[config.mk]
export PLATFORM = sky130hd
export DESIGN_NAME = lbs_geometry
export DESIGN_NICKNAME = d
export VERILOG_FILES = /design/src/hdl/lbs_pkg.sv /design/src/hdl/lbs_geometry.sv
export SDC_FILE = /design/constraint.sdc
export NUM_CORES = 1
export LEC_CHECK = 0
export BUFFER_PORTS_ARGS = -buffer_cell sky130_fd_sc_hd__buf_2
export CAP_MARGIN = 20
export CORE_UTILIZATION = 60
export DETAILED_ROUTE_END_ITERATION = 10
export PLACE_DENSITY = 0.86
export SLEW_MARGIN = 25
export SYNTH_ARGS = -nofsm -noshare
export SYNTH_HDL_FRONTEND = slang
export SYNTH_SLANG_ARGS = --single-unit
[constraint.sdc]
create_clock -name clock -period 6.7 [get_ports clock]
set_input_delay 0.67 -clock clock [delete_from_list [all_inputs] [get_ports clock]]
set_output_delay 0.67 -clock clock [all_outputs]
set_load 0.05 [all_outputs]
[src/hdl/lbs_pkg.sv]
// ----------------------------------------------------------------------------
// lbs_pkg
// Shared widths, register indexes and the geometry record of the letterbox
// nearest-neighbor scaler.
// ----------------------------------------------------------------------------
`default_nettype none

package lbs_pkg;

   // Display and source limits
   localparam int DISP_WIDTH  = 240;
   localparam int DISP_HEIGHT = 135;
   localparam int SRC_W       = 14;              // config register width
   localparam int SRC_MAX     = 8192;            // larger sizes clamp to this
   localparam int SCOL_W      = $clog2(SRC_MAX); // source position counters

   localparam int DISP_X_W    = $clog2(DISP_WIDTH + 1);
   localparam int DISP_Y_W    = $clog2(DISP_HEIGHT + 1);
   localparam int DISP_MAX_W  = (DISP_X_W > DISP_Y_W) ? DISP_X_W : DISP_Y_W;
   localparam int PROD_W      = SRC_W + DISP_MAX_W;

   // Frame store
   localparam int STORE_DEPTH = DISP_WIDTH * DISP_HEIGHT;
   localparam int STORE_AW    = $clog2(STORE_DEPTH);
   localparam int IDX_W       = 15;
   localparam int WORD_W      = 16;

   // Row of a read index by reciprocal multiplication
   localparam int RECIP_SHIFT  = IDX_W + $clog2(DISP_WIDTH);
   localparam int RECIP_MULT   = (2 ** RECIP_SHIFT + DISP_WIDTH - 1) / DISP_WIDTH;
   localparam int RECIP_W      = $clog2(RECIP_MULT + 1);
   localparam int RECIP_PROD_W = IDX_W + RECIP_W;
   localparam int QY_W         = $clog2((2 ** IDX_W) / DISP_WIDTH + 1);

   // Stream payload widths
   localparam int REQ_TDATA_W = 40;
   localparam int REQ_TUSER_W = 2;
   localparam int RSP_TDATA_W = 16;

   // Configuration registers
   localparam int CSR_INDEX_W = 4;
   localparam logic [CSR_INDEX_W-1:0] CSR_SOURCE_WIDTH  = CSR_INDEX_W'(0);
   localparam logic [CSR_INDEX_W-1:0] CSR_SOURCE_HEIGHT = CSR_INDEX_W'(1);
   localparam logic [SRC_W-1:0] SOURCE_WIDTH_RESET  = SRC_W'(1920);
   localparam logic [SRC_W-1:0] SOURCE_HEIGHT_RESET = SRC_W'(1080);

   typedef struct packed {
      logic [DISP_X_W-1:0] active_width;
      logic [DISP_Y_W-1:0] active_height;
      logic [DISP_X_W-1:0] offset_col;
      logic [DISP_Y_W-1:0] offset_row;
      logic [SRC_W-1:0]    eff_width;
      logic [SRC_W-1:0]    eff_height;
      logic [SRC_W-1:0]    col_step_q;
      logic [DISP_X_W-1:0] col_step_r;
      logic [SRC_W-1:0]    row_step_q;
      logic [DISP_Y_W-1:0] row_step_r;
   } geometry_type;

endpackage

`default_nettype wire

[src/hdl/lbs_geometry.sv]
// ----------------------------------------------------------------------------
// lbs_geometry
// Fits the source size into the display, then derives the active size, the
// centering offsets and the per-step quotient/remainder of the source
// position accumulators with one shared bit-serial divider.
// ----------------------------------------------------------------------------
`default_nettype none

module lbs_geometry (
   input  wire logic                      clock,
   input  wire logic                      reset,
   input  wire logic                      start,
   input  wire logic [lbs_pkg::SRC_W-1:0] source_width,
   input  wire logic [lbs_pkg::SRC_W-1:0] source_height,
   output logic                           busy,
   output lbs_pkg::geometry_type          geo
);
   import lbs_pkg::*;

   localparam int CNT_W = $clog2(PROD_W);

   typedef enum logic [3:0] {
      S_IDLE,
      S_LOAD,
      S_FIT,
      S_ACT_GO,
      S_ACT_WAIT,
      S_COL_GO,
      S_COL_WAIT,
      S_ROW_GO,
      S_ROW_WAIT,
      S_OFFSET
   } state_type;

   state_type           state_ff;
   logic                wide_ff;
   logic [CNT_W-1:0]    div_count_ff;
   logic [PROD_W-1:0]   div_quo_ff;
   logic [SRC_W-1:0]    div_rem_ff;
   logic [SRC_W-1:0]    div_divisor_ff;
   geometry_type        geo_ff;

   logic [SRC_W:0]      div_shift;
   logic [SRC_W:0]      div_diff;
   logic                div_ge;
   logic [PROD_W-1:0]   div_quo_in;
   logic [SRC_W-1:0]    div_rem_in;
   logic                div_last;
   logic [PROD_W-1:0]   width_prod;
   logic [PROD_W-1:0]   height_prod;

   // One restoring step: shift in the next dividend bit, subtract if it fits
   always_comb begin
      div_shift  = {div_rem_ff, div_quo_ff[PROD_W-1]};
      div_diff   = div_shift - {1'b0, div_divisor_ff};
      div_ge     = (div_shift >= {1'b0, div_divisor_ff});
      div_rem_in = div_ge ? div_diff[SRC_W-1:0] : div_shift[SRC_W-1:0];
      div_quo_in = {div_quo_ff[PROD_W-2:0], div_ge};
      div_last   = (div_count_ff == '0);
   end

   assign width_prod  = PROD_W'(geo_ff.eff_width) * PROD_W'(DISP_HEIGHT);
   assign height_prod = PROD_W'(DISP_WIDTH) * PROD_W'(geo_ff.eff_height);

   always_ff @(posedge clock) begin
      if (reset) begin
         state_ff <= S_LOAD;
      end else if (start) begin
         state_ff <= S_LOAD;
      end else begin
         unique case (state_ff)
            S_IDLE: begin
               state_ff <= S_IDLE;
            end
            S_LOAD: begin
               geo_ff.eff_width  <= (source_width > SRC_W'(SRC_MAX)) ?
                                    SRC_W'(SRC_MAX) : source_width;
               geo_ff.eff_height <= (source_height > SRC_W'(SRC_MAX)) ?
                                    SRC_W'(SRC_MAX) : source_height;
               state_ff <= S_FIT;
            end
            S_FIT: begin
               wide_ff <= (width_prod > height_prod);
               if (geo_ff.eff_width == '0 || geo_ff.eff_height == '0) begin
                  geo_ff.active_width  <= '0;
                  geo_ff.active_height <= '0;
                  geo_ff.col_step_q    <= '0;
                  geo_ff.col_step_r    <= '0;
                  geo_ff.row_step_q    <= '0;
                  geo_ff.row_step_r    <= '0;
                  state_ff <= S_OFFSET;
               end else begin
                  state_ff <= S_ACT_GO;
               end
            end
            S_ACT_GO: begin
               div_quo_ff     <= wide_ff ? height_prod : width_prod;
               div_divisor_ff <= wide_ff ? geo_ff.eff_width : geo_ff.eff_height;
               div_rem_ff     <= '0;
               div_count_ff   <= CNT_W'(PROD_W - 1);
               state_ff       <= S_ACT_WAIT;
            end
            S_ACT_WAIT: begin
               div_quo_ff   <= div_quo_in;
               div_rem_ff   <= div_rem_in;
               div_count_ff <= div_count_ff - CNT_W'(1);
               if (div_last) begin
                  if (wide_ff) begin
                     geo_ff.active_width  <= DISP_X_W'(DISP_WIDTH);
                     geo_ff.active_height <= div_quo_in[DISP_Y_W-1:0];
                  end else begin
                     geo_ff.active_height <= DISP_Y_W'(DISP_HEIGHT);
                     geo_ff.active_width  <= div_quo_in[DISP_X_W-1:0];
                  end
                  state_ff <= S_COL_GO;
               end
            end
            S_COL_GO: begin
               if (geo_ff.active_width == '0) begin
                  geo_ff.col_step_q <= '0;
                  geo_ff.col_step_r <= '0;
                  state_ff <= S_ROW_GO;
               end else begin
                  div_quo_ff     <= PROD_W'(geo_ff.eff_width);
                  div_divisor_ff <= SRC_W'(geo_ff.active_width);
                  div_rem_ff     <= '0;
                  div_count_ff   <= CNT_W'(PROD_W - 1);
                  state_ff       <= S_COL_WAIT;
               end
            end
            S_COL_WAIT: begin
               div_quo_ff   <= div_quo_in;
               div_rem_ff   <= div_rem_in;
               div_count_ff <= div_count_ff - CNT_W'(1);
               if (div_last) begin
                  geo_ff.col_step_q <= div_quo_in[SRC_W-1:0];
                  geo_ff.col_step_r <= div_rem_in[DISP_X_W-1:0];
                  state_ff <= S_ROW_GO;
               end
            end
            S_ROW_GO: begin
               if (geo_ff.active_height == '0) begin
                  geo_ff.row_step_q <= '0;
                  geo_ff.row_step_r <= '0;
                  state_ff <= S_OFFSET;
               end else begin
                  div_quo_ff     <= PROD_W'(geo_ff.eff_height);
                  div_divisor_ff <= SRC_W'(geo_ff.active_height);
                  div_rem_ff     <= '0;
                  div_count_ff   <= CNT_W'(PROD_W - 1);
                  state_ff       <= S_ROW_WAIT;
               end
            end
            S_ROW_WAIT: begin
               div_quo_ff   <= div_quo_in;
               div_rem_ff   <= div_rem_in;
               div_count_ff <= div_count_ff - CNT_W'(1);
               if (div_last) begin
                  geo_ff.row_step_q <= div_quo_in[SRC_W-1:0];
                  geo_ff.row_step_r <= div_rem_in[DISP_Y_W-1:0];
                  state_ff <= S_OFFSET;
               end
            end
            S_OFFSET: begin
               geo_ff.offset_col <= (DISP_X_W'(DISP_WIDTH) - geo_ff.active_width) >> 1;
               geo_ff.offset_row <= (DISP_Y_W'(DISP_HEIGHT) - geo_ff.active_height) >> 1;
               state_ff <= S_IDLE;
            end
            default: begin
               state_ff <= S_IDLE;
            end
         endcase
      end
   end

   assign busy = (state_ff != S_IDLE);
   assign geo  = geo_ff;

endmodule

`default_nettype wire

==> results.sh <==
export IMPL_synthToLayoutAreaGrowth_pct=12.7
export IMPL_period_share_pct=80.1
export IMPL_hpwl_mm=22.4
export IMPL_die_w_um=143
export IMPL_ctsResizeCount=0
export IMPL_drv_slew=0
export IMPL_outcome="finished clean"
export IMPL_hold_depth=2
export IMPL_hold_buffers=0
export IMPL_synthMuxAreaShare_pct=2.03
export IMPL_synthCells=1146
export IMPL_synthXorXnorAreaFrac_pct=3.17
export IMPL_synth_compound_area_share_pct=14.9
export IMPL_final_common_cell="edfxtp_1"
export IMPL_grt_pass1_vias=9078
export IMPL_fin_skew_ns=0.0180
export IMPL_tightest_slew_ns=0.939
export IMPL_maxCapViolations=0
export IMPL_wl_mm=29.3
export IMPL_clockBufferDepth=2
export IMPL_reg2regPathDepth=19
export IMPL_fmax_mhz=186
export IMPL_diodes=0
export IMPL_drtIter0Drc=868
export IMPL_clock_latency_ns=0.45
export IMPL_via_count=9251
export IMPL_ir_drop_v=0.000220
export IMPL_htreeDepth=4
export IMPL_final_cell_mix="edfxtp_1 (158), inv_1 (154), buf_2 (133)"
export IMPL_antenna_found_initial=0
export IMPL_drc=0
export IMPL_synthSimpleGateAreaFrac_pct=12.3
export IMPL_worstPathMaxFanout=8
export IMPL_io_buffer_count=133
export IMPL_clkPwrFrac_pct=30.2
export IMPL_seqPwrFrac_pct=37.6
export IMPL_synth_seq_cells=162
export IMPL_netlist_area_mm2=0.0119
export IMPL_worstPathArrival_ns=5.55
export IMPL_swShare_pct=33.4
export IMPL_grt_pass1_wl_mm=46.9
export IMPL_p_int_w=0.00206
export IMPL_synth_edf_count=158
export IMPL_avgSynthCellArea_um2=10.4
export IMPL_tns_ns=0
export IMPL_cp_data_required_time_ns=6.89
export IMPL_cp_end_kind="register"
export IMPL_p_switching_w=0.00103
export IMPL_hold_class="in -> reg"
export IMPL_slew_headroom_pct=37.4
export IMPL_cts_sinks=162
export IMPL_cts_tree="yes"
export IMPL_routabilityCongestion=0.957
export IMPL_grt_overflow_total=0
export IMPL_numCtsBuffers=17
export IMPL_hold_viol=0
export IMPL_startpoint_type="register"
export IMPL_routed_via_density=5.99
export IMPL_dr_pass1_iters=6
export IMPL_crit_type="reg -> reg"
export IMPL_synth_async_sr_flop_share_pct=0
export IMPL_yosysSeqAreaShare_pct=40.6
export IMPL_holdWs_ns=0.541
export IMPL_cts_root_buf="clkbuf_16"
export IMPL_fin_util_pct=68.9
export IMPL_cts_setup_buffers=0
export IMPL_p_leak_nw=5.80
export IMPL_synth_top_family_by_area="adder cells"
export IMPL_fin_nets=1464
export IMPL_drive_gt1_share_pct=15.1
export IMPL_powerDensity_mw_per_mm2=232
export IMPL_avgRoutedWirePerCell_um=19.0
export IMPL_rsz0062_at_grt="false"
export IMPL_initial_utilization_pct=61.2
export IMPL_synthAdderAreaFrac_pct=20.5
export IMPL_grt_max_degree=42
export IMPL_synth_cell_type_count=71
export IMPL_setup_viol=0
export IMPL_power_frac_comb_pct=32.2
export IMPL_min_period_ns=5.37
export IMPL_io_pins=136
export IMPL_synth_ff_type="edfxtp_1"
export IMPL_synth_warnings=0
export IMPL_track_usage_pct=30.3
export IMPL_design_core_area_mm2=0.0194
export IMPL_die_area_mm2=0.0203
export IMPL_die_y_um=143
export IMPL_ant_nets=0
export IMPL_core_rowCount=51
export IMPL_clk_pin_slew_worst_paths_ns=0.06
==> logic make-up (layout without fill, tap and decap cells) <==
logic type      after synthesis  in the layout
compound gates              262            262
xor+xnor                     43             43
fa+ha+maj                   167            167
buf+inv                     197            329
flops                       162            162
mux                          24             24
other cells                   1              2
simple gates                290            290
==> through the flow <==
step                      instance area [um^2]  std cells  total power (W)  setup slack [ns]
after floorplan                          11900       1147          0.00193             0.975
after global placement                   12800       1512          0.00213              1.56
after detailed placement                 12800       1512          0.00216              1.44
after CTS                                13400       1544          0.00309              1.40
after global routing                     13400       1544          0.00327             0.933
final                                    13400       1544          0.00310              1.33
==> cell usage after synthesis (all sizes together) (6+ instances only) <==
cell    number  area share [%]
nor2        77             2.4
buf         10            0.42
a21oi       75             3.2
a21o        21             1.3
nor4         8            0.42
clkbuf      32             1.0
nand2b       9            0.47
nand2       50             1.6
nor2b       35             1.8
o21a        11            0.70
a31oi        6            0.57
edfxtp     158              40
ha         121              13
nor3        26             1.1
o21ai       53             2.2
and2        14            0.74
inv        155             4.9
a22oi       12            0.76
o211ai       9            0.61
a222oi      12             1.0
xnor2       26             1.9
and3        24             1.3
nand3       20            0.84
a211oi      19             1.2
xor2        17             1.3
fa          46             7.8
o21bai       7            0.54
mux2i       23             1.9
==> state kept, by name (all words and copies together) (netlist names) <==
register / count
div_divisor_ff: 14
wide_ff: 1
div_count_ff: 5
state_ff: 4
div_quo_ff: 22
geo: 102
div_rem_ff: 14
==> layout make-up <==
type                    count  area, um^2
flip-flops and latches    162        4820
inverters                 155         582
fillers                  1442        6020
clock inverters            13         130
multi-input cells         788        6340
clock buffers              19         433
repair buffers            142         733
well taps                 265         332
==> power groups by stage <==
stage | clock [W] | sequential (W) | combinational, W
after floorplan | 0 | 0.00120 | 0.000731
after detailed placement | 0 | 0.00119 | 0.000973
final | 0.000935 | 0.00117 | 0.000998
after global routing | 0.000977 | 0.00117 | 0.00113
after global placement | 0 | 0.00119 | 0.000947
after CTS | 0.000939 | 0.00116 | 0.000986
==> layer usage <==
metal | GRT usage (%) | vias up | part of all wire [%] | routed length (um)
met5 | 0 | - | 0 | 0
met4 | 16.3 | 0 | 4.5 | 1330
met3 | 4.66 | 90 | 7.2 | 2120
met2 | 50.5 | 444 | 48 | 14100
met1 | 38.2 | 4386 | 40 | 11800
li1 | - | 4331 | - | -
==> worst max-delay path, stage by stage (launching register included) <==
cell	delay, ns
edfxtp_1	0.57
inv_1	0.09
ha_1	0.28
ha_1	0.30
fa_1	0.56
ha_1	0.20
inv_1	0.07
fa_1	0.39
and2b_1	0.25
o31ai_1	0.10
a2111oi_0	0.63
o2111ai_1	0.23
or3_1	0.36
nand3b_1	0.09
ha_1	0.18
nand4b_1	0.09
or4_1	0.42
nor3_1	0.15
a21oi_1	0.06
o21a_1	0.10
==> path summary, 6_finish.rpt <==
check	endpoint	slack [ns]	start
worst min-delay path	geo[53]$_SDFFCE_PN0P_	0.54	source_height[9]
worst min register to register	div_quo_ff[20]$_DFFE_PP_	0.55	div_quo_ff[19]$_DFFE_PP_
worst max-delay path	wide_ff$_DFFE_PP_	1.33	geo[61]$_SDFFCE_PN0P_
worst max register to register	wide_ff$_DFFE_PP_	1.33	geo[61]$_SDFFCE_PN0P_
No activity file was read; power rests on OpenSTA's default activity.
